[config.mk]
export PLATFORM = sky130hd
export DESIGN_NAME = char_lcd_4bit_write_engine_core_flat
export DESIGN_NICKNAME = d
export VERILOG_FILES = /design/src/lcdwe_pkg.sv /design/src/lcdwe_if.sv /design/src/lcdwe_dabble.sv /design/src/char_lcd_4bit_write_engine_core.sv /design/src/flat_wrapper.sv
export SDC_FILE = /design/constraint.sdc
export NUM_CORES = 1
export LEC_CHECK = 0
export BUFFER_PORTS_ARGS = -buffer_cell sky130_fd_sc_hd__buf_2
export CORE_ASPECT_RATIO = 1.2
export CORE_MARGIN = 8
export CORE_UTILIZATION = 58
export CTS_CLUSTER_DIAMETER = 150
export DETAILED_ROUTE_END_ITERATION = 6
export PLACE_DENSITY = 0.78
export SYNTH_ARGS = -nofsm -noshare
export SYNTH_HDL_FRONTEND = slang
export SYNTH_SLANG_ARGS = --single-unit
export TNS_END_PERCENT = 30
[constraint.sdc]
create_clock -name clk -period 10.74 [get_ports clk]
set_input_delay 1.611 -clock clk [delete_from_list [all_inputs] [get_ports clk]]
set_output_delay 1.611 -clock clk [all_outputs]
set_load 0.01 [all_outputs]
[src/lcdwe_pkg.sv]
// Types and constants shared by the character LCD 4-bit write engine.
// No dependencies.
package lcdwe_pkg;

  // request kinds
  localparam logic [2:0] KIND_CMD    = 3'd0;
  localparam logic [2:0] KIND_CHAR   = 3'd1;
  localparam logic [2:0] KIND_CLEAR  = 3'd2;
  localparam logic [2:0] KIND_CURSOR = 3'd3;
  localparam logic [2:0] KIND_NUMBER = 3'd4;

  // configuration register indexes
  localparam logic [1:0] CFG_BYTE_WAIT  = 2'd0;
  localparam logic [1:0] CFG_CLEAR_WAIT = 2'd1;
  localparam logic [1:0] CFG_CLEAR_CODE = 2'd2;

  localparam logic [15:0] BYTE_WAIT_RST  = 16'd40;
  localparam logic [15:0] CLEAR_WAIT_RST = 16'd5000;
  localparam logic [7:0]  CLEAR_CODE_RST = 8'd1;

  localparam logic [7:0] DDRAM_SET    = 8'h80;
  localparam logic [7:0] LINE2_OFFSET = 8'h40;
  localparam logic [3:0] ASCII_DIGIT_HI = 4'h3;   // '0' is 0x30

  localparam int NUMBER_W   = 64;
  localparam int NUM_DIGITS = 20;                 // decimal digits of a 64-bit value
  localparam int DIGITS_W   = 4 * NUM_DIGITS;
  localparam int REM_W      = $clog2(NUM_DIGITS + 1);
  localparam int CONV_CNT_W = $clog2(NUMBER_W + 1);

  typedef enum logic [2:0] {
    ST_IDLE,
    ST_CONV,
    ST_SKIP,
    ST_HI,
    ST_LO
  } state_t;

endpackage

[src/lcdwe_if.sv]
// Request and strobe channel interfaces of the LCD write engine.
// Depends on nothing; field widths follow the request and strobe formats.
interface lcdwe_req_if;
  logic        valid;
  logic        ready;
  logic [2:0]  kind;
  logic [7:0]  byte_value;
  logic [1:0]  row;
  logic [4:0]  column;
  logic [63:0] number;

  modport source(output valid, kind, byte_value, row, column, number, input ready);
  modport sink(input valid, kind, byte_value, row, column, number, output ready);
endinterface

interface lcdwe_strobe_if;
  logic        valid;
  logic        ready;
  logic        reg_select;
  logic [3:0]  nibble;
  logic [15:0] wait_us;
  logic        last;

  modport source(output valid, reg_select, nibble, wait_us, last, input ready);
  modport sink(input valid, reg_select, nibble, wait_us, last, output ready);
endinterface

[src/lcdwe_dabble.sv]
// Bit-serial binary to BCD converter (shift and add 3), one bit per cycle.
// Depends on lcdwe_pkg.
module lcdwe_dabble (
  input  logic                              clk,
  input  logic                              rst,
  input  logic                              start,
  input  logic [lcdwe_pkg::NUMBER_W-1:0]    value,
  output logic                              done,
  output logic [lcdwe_pkg::DIGITS_W-1:0]    bcd
);

  logic [lcdwe_pkg::NUMBER_W-1:0]   bin;
  logic [lcdwe_pkg::CONV_CNT_W-1:0] cnt;
  logic [lcdwe_pkg::DIGITS_W-1:0]   bcd_adj;

  // digits >= 5 get 3 added before the shift
  always_comb begin
    for (int i = 0; i < lcdwe_pkg::NUM_DIGITS; i++) begin
      if (bcd[4*i +: 4] >= 4'd5) begin
        bcd_adj[4*i +: 4] = bcd[4*i +: 4] + 4'd3;
      end else begin
        bcd_adj[4*i +: 4] = bcd[4*i +: 4];
      end
    end
  end

  always_ff @(posedge clk) begin
    if (rst) begin
      cnt  <= '0;
      done <= 1'b0;
    end else begin
      done <= 1'b0;
      if (start) begin
        cnt <= lcdwe_pkg::CONV_CNT_W'(lcdwe_pkg::NUMBER_W);
      end else if (cnt != '0) begin
        cnt  <= cnt - 1'b1;
        done <= (cnt == lcdwe_pkg::CONV_CNT_W'(1));
      end
    end
  end

  always_ff @(posedge clk) begin
    if (start) begin
      bin <= value;
      bcd <= '0;
    end else if (cnt != '0) begin
      bin <= {bin[lcdwe_pkg::NUMBER_W-2:0], 1'b0};
      bcd <= {bcd_adj[lcdwe_pkg::DIGITS_W-2:0], bin[lcdwe_pkg::NUMBER_W-1]};
    end
  end

endmodule

[src/char_lcd_4bit_write_engine_core.sv]
// Top level of the character LCD 4-bit write engine.
// Depends on lcdwe_pkg, lcdwe_if and lcdwe_dabble.
// Usage:
//   req    : one request per handshake (command, character, clear, cursor
//            move or unsigned number). Taken only while the engine is idle.
//   strobe : one item per nibble enable pulse, high nibble first. The low
//            nibble carries the hold-off time and, on the final byte, last.
//   cfg_*  : register writes (byte wait, clear wait, clear code), to be applied
//            while idle (not enforced by the engine); index 3 is ignored.
// Sequence (no back-pressure):
//   command/char/clear/cursor: 2 strobes, high nibble from ST_HI then low
//     nibble from ST_LO, one strobe per cycle.
//   number: bit-serial BCD conversion, leading-zero skip, then one strobe
//     per cycle, high and low nibble of each digit in turn.
// The strobe side has its own output register, so the next request is taken
//   as soon as the final strobe is loaded, even if it is still waiting.
// A stalled receiver just holds the current strobe; nothing is dropped.
// Reset clears the state machine, empties the output register and restores
//   the registers to 40 us, 5000 us and code 0x01.
module char_lcd_4bit_write_engine_core #(
  parameter int MAX_DIGITS = 20
) (
  input  logic                 clk,
  input  logic                 rst,
  lcdwe_req_if.sink            req,
  lcdwe_strobe_if.source       strobe,
  input  logic                 cfg_we,
  input  logic [1:0]           cfg_index,
  input  logic [15:0]          cfg_data
);

  localparam int DW = lcdwe_pkg::DIGITS_W;
  localparam int RW = lcdwe_pkg::REM_W;

  // config registers
  logic [15:0] byte_wait_us;
  logic [15:0] clear_wait_us;
  logic [7:0]  clear_code;

  always_ff @(posedge clk) begin
    if (rst) begin
      byte_wait_us  <= lcdwe_pkg::BYTE_WAIT_RST;
      clear_wait_us <= lcdwe_pkg::CLEAR_WAIT_RST;
      clear_code    <= lcdwe_pkg::CLEAR_CODE_RST;
    end else if (cfg_we) begin
      unique case (cfg_index)
        lcdwe_pkg::CFG_BYTE_WAIT:  byte_wait_us  <= cfg_data;
        lcdwe_pkg::CFG_CLEAR_WAIT: clear_wait_us <= cfg_data;
        lcdwe_pkg::CFG_CLEAR_CODE: clear_code    <= cfg_data[7:0];
        default: ;
      endcase
    end
  end

  // engine state
  lcdwe_pkg::state_t state, state_next;
  logic [7:0]    tx_byte, tx_byte_next;     // byte being sent
  logic          rs, rs_next;
  logic [15:0]   hold, hold_next;           // wait on the low nibble
  logic [RW-1:0] remaining, remaining_next; // digits left (1 for plain bytes)
  logic          seen, seen_next;           // nonzero digit dropped above window
  logic [DW-1:0] digits, digits_next;

  // output register
  logic          out_valid, out_valid_next;
  logic          out_rs, out_rs_next;
  logic [3:0]    out_nib, out_nib_next;
  logic [15:0]   out_wait, out_wait_next;
  logic          out_last, out_last_next;

  logic          conv_start;
  logic          conv_done;
  logic [DW-1:0] conv_bcd;
  logic          out_free;
  logic [3:0]    top_digit;
  logic [7:0]    cursor_addr;

  lcdwe_dabble u_dabble (
    .clk   (clk),
    .rst   (rst),
    .start (conv_start),
    .value (req.number),
    .done  (conv_done),
    .bcd   (conv_bcd)
  );

  assign req.ready         = (state == lcdwe_pkg::ST_IDLE);
  assign strobe.valid      = out_valid;
  assign strobe.reg_select = out_rs;
  assign strobe.nibble     = out_nib;
  assign strobe.wait_us    = out_wait;
  assign strobe.last       = out_last;

  assign out_free  = !out_valid || strobe.ready;
  assign top_digit = digits[DW-1 -: 4];

  // DDRAM address: line 1 at 0x00, line 2 at 0x40, column counted from one
  assign cursor_addr = lcdwe_pkg::DDRAM_SET
                     + ((req.row == 2'd1) ? 8'h00 : lcdwe_pkg::LINE2_OFFSET)
                     + {3'b000, req.column} - 8'd1;

  always_comb begin
    state_next     = state;
    tx_byte_next   = tx_byte;
    rs_next        = rs;
    hold_next      = hold;
    remaining_next = remaining;
    seen_next      = seen;
    digits_next    = digits;
    out_valid_next = out_valid;
    out_rs_next    = out_rs;
    out_nib_next   = out_nib;
    out_wait_next  = out_wait;
    out_last_next  = out_last;
    conv_start     = 1'b0;

    if (out_valid && strobe.ready) begin
      out_valid_next = 1'b0;
    end

    unique case (state)
      lcdwe_pkg::ST_IDLE: begin
        if (req.valid) begin
          remaining_next = RW'(1);
          hold_next      = byte_wait_us;
          unique case (req.kind)
            lcdwe_pkg::KIND_CMD: begin
              tx_byte_next = req.byte_value;
              rs_next      = 1'b0;
              state_next   = lcdwe_pkg::ST_HI;
            end
            lcdwe_pkg::KIND_CHAR: begin
              tx_byte_next = req.byte_value;
              rs_next      = 1'b1;
              state_next   = lcdwe_pkg::ST_HI;
            end
            lcdwe_pkg::KIND_CLEAR: begin
              tx_byte_next = clear_code;
              rs_next      = 1'b0;
              hold_next    = clear_wait_us;
              state_next   = lcdwe_pkg::ST_HI;
            end
            lcdwe_pkg::KIND_CURSOR: begin
              tx_byte_next = cursor_addr;
              rs_next      = 1'b0;
              state_next   = lcdwe_pkg::ST_HI;
            end
            lcdwe_pkg::KIND_NUMBER: begin
              conv_start = 1'b1;
              rs_next    = 1'b1;
              state_next = lcdwe_pkg::ST_CONV;
            end
            default: ;  // unused kinds: dropped without output
          endcase
        end
      end

      lcdwe_pkg::ST_CONV: begin
        if (conv_done) begin
          digits_next    = conv_bcd;
          remaining_next = RW'(lcdwe_pkg::NUM_DIGITS);
          seen_next      = 1'b0;
          state_next     = lcdwe_pkg::ST_SKIP;
        end
      end

      // Drop digits above the MAX_DIGITS window, then leading zeros unless a
      // nonzero digit was dropped above it. The last digit always stays.
      lcdwe_pkg::ST_SKIP: begin
        if ((remaining > RW'(MAX_DIGITS)) ||
            (!seen && (top_digit == 4'd0) && (remaining != RW'(1)))) begin
          seen_next      = seen | (top_digit != 4'd0);
          digits_next    = {digits[DW-5:0], 4'h0};
          remaining_next = remaining - 1'b1;
        end else begin
          tx_byte_next = {lcdwe_pkg::ASCII_DIGIT_HI, top_digit};
          state_next   = lcdwe_pkg::ST_HI;
        end
      end

      lcdwe_pkg::ST_HI: begin
        if (out_free) begin
          out_valid_next = 1'b1;
          out_rs_next    = rs;
          out_nib_next   = tx_byte[7:4];
          out_wait_next  = 16'd0;
          out_last_next  = 1'b0;
          state_next     = lcdwe_pkg::ST_LO;
        end
      end

      lcdwe_pkg::ST_LO: begin
        if (out_free) begin
          out_valid_next = 1'b1;
          out_rs_next    = rs;
          out_nib_next   = tx_byte[3:0];
          out_wait_next  = hold;
          out_last_next  = (remaining == RW'(1));
          if (remaining == RW'(1)) begin
            state_next = lcdwe_pkg::ST_IDLE;
          end else begin
            // next digit sits just below the current one
            tx_byte_next   = {lcdwe_pkg::ASCII_DIGIT_HI, digits[DW-5 -: 4]};
            digits_next    = {digits[DW-5:0], 4'h0};
            remaining_next = remaining - 1'b1;
            state_next     = lcdwe_pkg::ST_HI;
          end
        end
      end

      default: state_next = lcdwe_pkg::ST_IDLE;
    endcase
  end

  always_ff @(posedge clk) begin
    if (rst) begin
      state     <= lcdwe_pkg::ST_IDLE;
      out_valid <= 1'b0;
    end else begin
      state     <= state_next;
      out_valid <= out_valid_next;
    end
  end

  always_ff @(posedge clk) begin
    tx_byte   <= tx_byte_next;
    rs        <= rs_next;
    hold      <= hold_next;
    remaining <= remaining_next;
    seen      <= seen_next;
    digits    <= digits_next;
    out_rs    <= out_rs_next;
    out_nib   <= out_nib_next;
    out_wait  <= out_wait_next;
    out_last  <= out_last_next;
  end

endmodule

[src/flat_wrapper.sv]
// flat-port wrapper written by rule: the top's interface ports become plain ports
module char_lcd_4bit_write_engine_core_flat 
#(
  parameter int MAX_DIGITS = 20
)
  (clk, rst, cfg_we, cfg_index, cfg_data, req_valid, req_kind, req_byte_value, req_row, req_column, req_number, req_ready, strobe_valid, strobe_reg_select, strobe_nibble, strobe_wait_us, strobe_last, strobe_ready);
  lcdwe_req_if req_i ();
  lcdwe_strobe_if strobe_i ();
  input  logic clk;
  input  logic rst;
  input  logic cfg_we;
  input  logic [1:0] cfg_index;
  input  logic [15:0] cfg_data;
  input wire logic [$bits(req_i.valid)-1:0] req_valid;
  input wire logic [$bits(req_i.kind)-1:0] req_kind;
  input wire logic [$bits(req_i.byte_value)-1:0] req_byte_value;
  input wire logic [$bits(req_i.row)-1:0] req_row;
  input wire logic [$bits(req_i.column)-1:0] req_column;
  input wire logic [$bits(req_i.number)-1:0] req_number;
  output wire logic [$bits(req_i.ready)-1:0] req_ready;
  output wire logic [$bits(strobe_i.valid)-1:0] strobe_valid;
  output wire logic [$bits(strobe_i.reg_select)-1:0] strobe_reg_select;
  output wire logic [$bits(strobe_i.nibble)-1:0] strobe_nibble;
  output wire logic [$bits(strobe_i.wait_us)-1:0] strobe_wait_us;
  output wire logic [$bits(strobe_i.last)-1:0] strobe_last;
  input wire logic [$bits(strobe_i.ready)-1:0] strobe_ready;
  assign req_i.valid = req_valid;
  assign req_i.kind = req_kind;
  assign req_i.byte_value = req_byte_value;
  assign req_i.row = req_row;
  assign req_i.column = req_column;
  assign req_i.number = req_number;
  assign req_ready = req_i.ready;
  assign strobe_valid = strobe_i.valid;
  assign strobe_reg_select = strobe_i.reg_select;
  assign strobe_nibble = strobe_i.nibble;
  assign strobe_wait_us = strobe_i.wait_us;
  assign strobe_last = strobe_i.last;
  assign strobe_i.ready = strobe_ready;
  char_lcd_4bit_write_engine_core #(.MAX_DIGITS(MAX_DIGITS)) u_core (.clk(clk), .rst(rst), .req(req_i), .strobe(strobe_i), .cfg_we(cfg_we), .cfg_index(cfg_index), .cfg_data(cfg_data));
endmodule
==> results of run 1 <==
## cell type report
cell class / instances / area, µm² / share of cell area [%]
Sequential cell: 329 / 8560 / 49.8
Timing Repair Buffer: 139 / 723 / 4.20
Tap cell: 335 / 419 / 2.44
Clock inverter: 16 / 186 / 1.08
Clock buffer: 46 / 1010 / 5.87
Multi-Input combinational cell: 1041 / 6110 / 35.5
Inverter: 50 / 190 / 1.11
## stage by stage
step                      hold slack (ns)  power (W)  utilization (%)  area [µm²]  setup WS (ns)
after global routing                0.444    0.00593             65.7       17200           6.79
after CTS                           0.432    0.00557             65.7       17200           7.10
final                               0.445    0.00553             65.7       17200           7.02
after floorplan                     0.400    0.00392                -       15300           3.22
after global placement              0.405    0.00421             61.1       16000           6.66
after detailed placement            0.416    0.00432             61.1       16000           6.61
## kinds of logic after synthesis
family	Yosys count	synth area share [%]
mux	84	5.92
buf+inv	131	4.49
compound gates	279	10.9
fa+ha+maj	45	3.67
simple gates	601	17.4
xor+xnor	32	1.83
flops	329	55.8
## registers in the layout, summed over array words and instances, names as in the netlist
signal and cells:
u_core.digits 80, u_core.u_dabble.bcd 80, u_core.u_dabble.bin 64, u_core.byte_wait_us 16
u_core.clear_wait_us 16, u_core.hold 16, u_core.strobe.wait_us 16, u_core.clear_code 8
u_core.tx_byte 8, u_core.u_dabble.cnt 7, u_core.remaining 5, u_core.strobe.nibble 4
u_core.state 3, u_core.rs 1, u_core.seen 1, u_core.strobe.last 1
u_core.strobe.reg_select 1, u_core.strobe.valid 1, u_core.u_dabble.done 1
## power by group through the flow
stage                     clock, W  combinational [W]  sequential [W]
after floorplan                  0            0.00170         0.00222
after global placement           0            0.00195         0.00226
after detailed placement         0            0.00204         0.00228
after CTS                  0.00125            0.00206         0.00226
after global routing       0.00130            0.00232         0.00231
final                      0.00123            0.00204         0.00226
## cell usage after synthesis, types with 19 or more instances
cell / instances
edfxtp_1: 197
nand2_1: 427
a21oi_1: 123
ha_1: 45
a211oi_2: 19
a211oi_1: 20
nand3_1: 25
mux2i_1: 30
inv_1: 49
o21ai_0: 86
nor3b_1: 20
clkbuf_1: 29
mux2_2: 46
xnor2_1: 26
nand2b_1: 25
dfxtp_1: 132
nor2_1: 36
## worst max-delay path, cell delays in order, from the launching register on
cell and delay [ns]:
dfxtp_1 0.55, nor2_1 1.09, nand2_1 0.36, nor2_1 0.28, nand2_1 0.12, o21ai_4 0.07, buf_4 0.75
## per-layer routing
layer	up-vias	global-route usage, %	wire length (µm)
met2	225	33.9	15900
met3	48	3.08	1530
met1	5149	22.6	12700
met5	-	0	0
li1	5382	-	-
met4	0	5.25	621
## worst max path at each step
stage	end	start	slack, ns	cells past startpoint
detailed placement	u_core.u_dabble.bin[49]	req_kind[0]	6.61	6
floorplan	u_core.digits[0]	u_core.digits[77]	3.22	5
global placement	u_core.u_dabble.bin[0]	req_kind[0]	6.66	5
global route	u_core.digits[24]	u_core.state[1]	6.79	6
finish	u_core.digits[2]	u_core.state[1]	7.02	6
CTS	u_core.digits[56]	u_core.state[1]	7.10	6
==> metrics.txt, run 1 <==
switching share of power 35.8%; post-layout min period 3.72 ns; Resized cells post-CTS 0; Post-synth ARST share 0%; TritonCTS clock tree done; Iteration-0 DRC Markers 786; Worst EP arrival 3.84 ns; via count 10804; reg2reg start u_core.state[1]; total track usage 18.8%; DP Cell Count 1894; Die Y 194 µm; Die ar. 31900 µm²; Final setup viols 0; global-route wire length before repair 50600 µm; Avg Cell Area, Syn 10.2 µm²; Clock H-tree levels 2; TritonCTS Sinks 329; P_int 0.00355 W; commonest register cell after synthesis edfxtp_1; Worst-Margin Slew 1.31 ns; most frequent cells in the layout nand2_1, edfxtp_1, dfxtp_1; Clock transition at path regs 0.06 ns; Seq pwr share 40.8%; clock share of power 22.3%; hold_buf cts 0; FF-to-FF path depth 6; VDD IR max 0.299 mV; remaining antenna violation count 0; EDFF count, synth 197; Worst setup SP type flip-flop; most common cell after layout, fill and taps aside nand2_1; FP Rows 65; top cells by area, synth edfxtp_1, dfxtp_1, nand2_1, a21oi_1, ha_1; yosys warns 0; FMAX 269 MHz; DIE WIDTH 164 µm; layout cell share with drive strength beyond 1 17.2%; largest net degree at the start of global routing 96; RR Endpoint u_core.digits[2]; Final Slew Violations 0; synthesized netlist cell count 1501; initial antenna violation count 0; Seq/Total Area, Yosys 55.8%; Worst Path Required 10.86 ns; Mapped Area 15300 µm²; FF-to-FF setup slack 7.02 ns; CP endpoint kind flip-flop; dominant cell type by area after synthesis edfxtp_1; Max-Cap Viols 0; Hold Crit Start u_core.rs; First-pass DRT Iterations 5; Static Leak 6.98 nW; Pwr per Cell Area 322 nW/µm²; Hold Path Depth 0; Residual DRC 0; share of the synthesized area in the top cell type 38.6%; # nets final 1745; clk buf depth 3; final-report hold violation count 0; Post-Route Setup TNS 0 ns; area grow syn2layout 12.1%; Hold Path End u_core.strobe.reg_select; starting density of the core 58.6%; post-CTS setup buffer count 0; critical path peak fanout 80; IO buf count 128; Synth cell types 59; fillers 2043; outcome finished clean; Comb pwr share 36.9%; worst skew pair latency 0.51 ns; vias in the first global route 10750; GP Congestion 0.835; Final Routed Wirelength 30800 µm; post-synthesis net count 1651; Rel. slew slack 12.3%; # IOs 129; hold crit path type reg -> reg; critical path class reg -> reg; area of the core 26200 µm²; Worst Skew 0.0201 ns; synthesized flop and latch total 329; clk root buf clkbuf_16; unrepaired setup endpoints after global routing no; via/cell ratio 5.52; DP Wirelength 19400 µm; Final Non-Filler Cells 1956; Avg WL per Cell 15.7 µm; fin crit share 34.6%; Ant. Diodes 0; Num CTS Buffers 34; total gr overflow 0; Net Sw Power 0.00198 W
(Power assumes the default switching activity.)
==> inputs of run 2 (changes only) <==
--- a/config.mk
+++ b/config.mk
@@ -8,10 +8,10 @@
 export BUFFER_PORTS_ARGS = -buffer_cell sky130_fd_sc_hd__buf_2
 export CORE_ASPECT_RATIO = 1.2
 export CORE_MARGIN = 8
-export CORE_UTILIZATION = 58
+export CORE_UTILIZATION = 54
 export CTS_CLUSTER_DIAMETER = 150
 export DETAILED_ROUTE_END_ITERATION = 6
-export PLACE_DENSITY = 0.78
+export PLACE_DENSITY = 0.76
 export SYNTH_ARGS = -nofsm -noshare
 export SYNTH_HDL_FRONTEND = slang
 export SYNTH_SLANG_ARGS = --single-unit
==> constraint.sdc (replaced) <==
create_clock -name clk -period 3.3 [get_ports clk]
set_input_delay 0.495 -clock clk [delete_from_list [all_inputs] [get_ports clk]]
set_output_delay 0.495 -clock clk [all_outputs]
set_load 0.01 [all_outputs]
==> metrics.txt, run 2 (synthesis gave the netlist of run 1 again) <==
Seq pwr share 41.2%; crit path capture u_core.tx_byte[4]; Max-Cap Viols 0; vias in the first global route 10852; largest net degree at the start of global routing 126; CP max stage cell dfxtp_1; Die ar. 34100 µm²; Num CTS Buffers 34; fin crit share 79.8%; Worst setup SP type flip-flop; unrepaired setup endpoints after global routing no; Worst Skew 0.0210 ns; First-pass DRT Iterations 5; total track usage 17.4%; FMAX 380 MHz; hold crit path type in -> reg; Met1 Wirelength 12600 µm; total gr overflow 0; switching share of power 36.1%; Avg WL per Cell 15.0 µm; most common cell after layout, fill and taps aside nand2_1; Comb pwr share 38.1%; WP depth 4; IO buf count 128; CP cell instances inv_4 > nor3_1 > a2111oi_0 > nor3_1; area grow syn2layout 12.7%; cell family with most CP delay simple AND/OR/NAND/NOR gates; clk buf depth 3; setup ws final 0.665 ns; DIE WIDTH 170 µm; critical path peak fanout 28; critical path class reg -> reg; total power 0.0178 W; leading registers by flop count u_core.digits: 80 flops, u_core.u_dabble.bcd: 80 flops, u_core.u_dabble.bin: 64 flops; VDD IR max 0.543 mV; Resized cells post-CTS 0; hold_buf cts 0; Pwr per Cell Area 1030 nW/µm²; FP Rows 67; global-route wire length before repair 50500 µm; Static Leak 6.98 nW; # IOs 129; initial antenna violation count 0; Worst EP arrival 2.76 ns; FF-to-FF setup slack 0.67 ns; DP Wirelength 19900 µm; Residual DRC 0; Buf/Inv on CP 1; Clock transition at path regs 0.07 ns; worst skew pair latency 0.52 ns; Post-Route Setup TNS 0 ns; clock share of power 20.7%; via/cell ratio 5.38; P_int 0.0114 W; Final Routed Wirelength 30200 µm; final-report hold violation count 0; post-place setup slack 0.704 ns; TritonCTS Sinks 329; Net Sw Power 0.00641 W; starting density of the core 55.0%; Final setup viols 0; area of the core 27900 µm²; RR Endpoint u_core.tx_byte[4]; reg2reg start u_core.state[2]; cell mode on critical path nor3_1; post-CTS setup buffer count 0; Iteration-0 DRC Markers 760; Worst Path Required 3.42 ns; CP startpoint u_core.state[2]; CP endpoint kind flip-flop; Final Slew Violations 0; GP Congestion 0.857; Clock H-tree levels 2; TritonCTS clock tree done; outcome finished clean; Die Y 201 µm; FF-to-FF path depth 4; remaining antenna violation count 0; wire length on met2 15500 µm; via count 10800; Rel. slew slack 25.2%; post-layout min period 2.63 ns; # nets final 1753; max incr delay on CP 0.88 ns; layout cell share with drive strength beyond 1 17.1%; Worst-Margin Slew 1.12 ns; Ant. Diodes 0; clk root buf clkbuf_16; Top Metal Used met4; most frequent cells in the layout nand2_1, edfxtp_1, dfxtp_1; Met3 Wirelength 1490 µm; Hold Path Depth 3
==> run 2: through the flow <==
stage | cells | instance area (µm²) | hold WS [ns] | util (%)
detailed placement | 1946 | 16200 | 0.413 | 58.1
floorplan | 1501 | 15400 | 0.400 | -
global placement | 1946 | 16200 | 0.402 | 58.1
CTS | 2008 | 17300 | 0.198 | 61.9
global route | 2008 | 17300 | 0.219 | 61.9
finish | 2008 | 17300 | 0.215 | 61.9
==> run 2: worst min-delay path, stage by stage <==
cell	delay, ns
buf_2	0.09
nand2_1	0.04
nand3b_1	0.07
==> run 2: how the worst min path moves through the flow <==
stage | start | end | slack (ns)
floorplan | u_core.rs | u_core.strobe.reg_select | 0.40
global placement | u_core.rs | u_core.strobe.reg_select | 0.40
detailed placement | u_core.rs | u_core.strobe.reg_select | 0.41
CTS | cfg_data[8] | u_core.clear_wait_us[8] | 0.20
global route | cfg_data[9] | u_core.clear_wait_us[9] | 0.22
finish | cfg_data[8] | u_core.clear_wait_us[8] | 0.21
==> run 2: layout make-up <==
cell class | count | area, µm²
clock buffers | 47 | 951
clock inverters | 15 | 121
fillers | 2210 | 10600
inverters | 50 | 190
multi-input cells | 1041 | 6110
flip-flops and latches | 329 | 8560
well taps | 379 | 474
repair buffers | 147 | 883
==> run 2: per-layer routing <==
layer	up-vias	global-route usage, %
met5	-	0
met4	0	5.25
met3	45	3.13
met2	238	31.4
met1	5117	20.7
li1	5400	-
==> run 2: power groups by stage <==
stage	registers (W)	logic, W	clock network [W]
2_1_floorplan	0.00717	0.00554	0
3_3_place_gp	0.00733	0.00651	0
3_5_place_dp	0.00739	0.00679	0
4_1_cts	0.00732	0.00685	0.00375
5_1_grt	0.00749	0.00768	0.00391
6_report	0.00732	0.00677	0.00368
==> inputs of run 3 (changes only) <==
--- a/config.mk
+++ b/config.mk
@@ -5,13 +5,14 @@
 export SDC_FILE = /design/constraint.sdc
 export NUM_CORES = 1
 export LEC_CHECK = 0
+export ABC_AREA = 1
 export BUFFER_PORTS_ARGS = -buffer_cell sky130_fd_sc_hd__buf_2
 export CORE_ASPECT_RATIO = 1.2
 export CORE_MARGIN = 8
-export CORE_UTILIZATION = 54
+export CORE_UTILIZATION = 58
 export CTS_CLUSTER_DIAMETER = 150
 export DETAILED_ROUTE_END_ITERATION = 6
-export PLACE_DENSITY = 0.76
+export PLACE_DENSITY = 0.78
 export SYNTH_ARGS = -nofsm -noshare
 export SYNTH_HDL_FRONTEND = slang
 export SYNTH_SLANG_ARGS = --single-unit
==> constraint.sdc (replaced) <==
create_clock -name clk -period 2.7 [get_ports clk]
set_input_delay 0.405 -clock clk [delete_from_list [all_inputs] [get_ports clk]]
set_output_delay 0.405 -clock clk [all_outputs]
set_load 0.01 [all_outputs]
==> metrics.txt, run 3 <==
FMAX 472 MHz; Synth cell types 36; CP cell instances inv_1 > ha_1 > nor3b_2 > nand2_2 > nand2_2 > inv_2 > o21ai_0 > o21ai_0; CP max stage cell nand2_2; TritonCTS clock tree done; # IOs 129; dominant cell type by area after synthesis edfxtp_1; Die Y 191 µm; Iteration-0 DRC Markers 802; total gr overflow 0; yosys warns 0; TritonCTS Sinks 329; critical path class reg -> reg; IO buf count 128; Clock H-tree levels 2; Buf/Inv on CP 2; fillers 1990; CP endpoint kind flip-flop; Seq/Total Area, Yosys 57.9%; vias in the first global route 11091; # nets final 1920; via count 11333; GP Congestion 0.925; Residual DRC 0; post-layout min period 2.12 ns; FF-to-FF path depth 8; largest net degree at the start of global routing 108; hold crit path type in -> reg; worst skew pair latency 0.51 ns; top post-synthesis cells by count nand2_1, edfxtp_1, o21ai_0, inv_1, dfxtp_1; synthesized flop and latch total 329; remaining antenna violation count 0; initial antenna violation count 0; sequential cell area 8560 µm²; Worst Path Required 3.07 ns; most common cell after layout, fill and taps aside nand2_1; fin crit share 78.4%; Worst setup SP type flip-flop; clk buf depth 3; post-synthesis net count 1800; count leader, synth nand2_1; starting density of the core 58.4%; top cells by area, synth edfxtp_1, dfxtp_1, nand2_1, o21ai_0, inv_1; Clock transition at path regs 0.06 ns; outcome finished clean; Static Leak 7.38 nW; DIE WIDTH 162 µm; Avg Cell Area, Syn 8.96 µm²; final-report hold violation count 0; Avg WL per Cell 14.4 µm; hold_ws 0.114 ns; Die ar. 30900 µm²; unrepaired setup endpoints after global routing no; Pwr per Cell Area 1250 nW/µm²; most frequent cells in the layout nand2_1, edfxtp_1, o21ai_0; Resized cells post-CTS 0; Final setup viols 0; post-CTS setup buffer count 0; total track usage 19.6%; Worst Skew 0.0234 ns; VDD IR max 0.676 mV; area of the core 25300 µm²; clk root buf clkbuf_16; layout cell share with drive strength beyond 1 12.1%; share of the synthesized area in the top cell type 40.0%; area grow syn2layout 13.4%; Rel. slew slack 57.9%; Worst EP arrival 2.49 ns; First-pass DRT Iterations 6; synthesized netlist cell count 1650; Hold Path Depth 3; leading registers by flop count u_core.digits: 80 flops, u_core.u_dabble.bcd: 80 flops, u_core.u_dabble.bin: 64 flops; EDFF count, synth 197; critical path peak fanout 16; hold_buf cts 0; WP depth 8; max incr delay on CP 0.35 ns; Mapped Area 14800 µm²; commonest register cell after synthesis edfxtp_1; Post-synth ARST share 0%; cell family with most CP delay simple AND/OR/NAND/NOR gates; FP Rows 64; Max-Cap Viols 0; via/cell ratio 5.33; Multi-input gate area 5260 µm²; Num CTS Buffers 34; global-route wire length before repair 50700 µm; Worst-Margin Slew 0.631 ns; Final Slew Violations 0; Final Routed Wirelength 30700 µm; total power 0.0210 W; Ant. Diodes 0; Post-Route Setup TNS 0 ns; DP Wirelength 20400 µm
[run 3: power breakdown]
group | internal [W] | leakage (nW) | switching [W] | total, W
sequential | 0.00834 | 3.03 | 0.000907 | 0.00925
clock | 0.00243 | 0.486 | 0.00185 | 0.00429
combinational | 0.00256 | 3.86 | 0.00493 | 0.00748
[run 3: per-layer routing]
metal  wire [µm]  part of all wire [%]  global-route usage, %  vias to the layer above
met5           0                     0                      0                        -
met4         948                   3.1                   8.06                        0
met3        1990                   6.5                   3.27                       68
met2       14600                    48                   34.2                      366
met1       13100                    43                   23.8                     5189
li1            -                     -                      -                     5710
[run 3: path summary, 6_finish.rpt]
| check | slack [ns] | start | end |
|---|---|---|---|
| max | 0.58 | u_core.u_dabble.cnt[0] | u_core.u_dabble.bcd[60] |
| max reg2reg | 0.58 | u_core.u_dabble.cnt[0] | u_core.u_dabble.bcd[60] |
| min reg2reg | 0.44 | u_core.rs | u_core.strobe.reg_select |
| min | 0.11 | cfg_data[9] | u_core.clear_wait_us[9] |
[run 3: stage by stage]
step / util (%) / setup WS (ns) / instance area (µm²) / std cells
2_1_floorplan: - / 0.0204 / 14800 / 1650
3_3_place_gp: 62.3 / 0.672 / 15800 / 2064
3_5_place_dp: 62.3 / 0.625 / 15800 / 2064
4_1_cts: 66.2 / 0.598 / 16800 / 2125
5_1_grt: 66.2 / 0.387 / 16800 / 2125
6_report: 66.2 / 0.583 / 16800 / 2125
[run 3: cell families (layout without fill, tap and decap cells)]
| kind of cell | Yosys count | in the layout | share of synthesized area, % |
|---|---|---|---|
| compound gates | 330 | 330 | 11.8 |
| xor+xnor | 23 | 23 | 1.36 |
| fa+ha+maj | 45 | 45 | 3.81 |
| buf+inv | 233 | 378 | 6.69 |
| flops | 329 | 329 | 57.9 |
| simple gates | 690 | 690 | 18.5 |
[run 3: worst register-to-register path, cell delays in order, from the launching register on]
cell and delay [ns]:
dfxtp_1 0.33, inv_1 0.10, ha_1 0.19, nor3b_2 0.25, nand2_2 0.21, nand2_2 0.35, inv_2 0.27, o21ai_0 0.16
o21ai_0 0.11
[run 3: cell type report]
cell class	instances	area share, %
well taps	330	2.46
flip-flops and latches	329	51.1
multi-input cells	1088	31.4
clock buffers	50	5.62
clock inverters	11	0.381
inverters	166	3.73
repair buffers	151	5.37
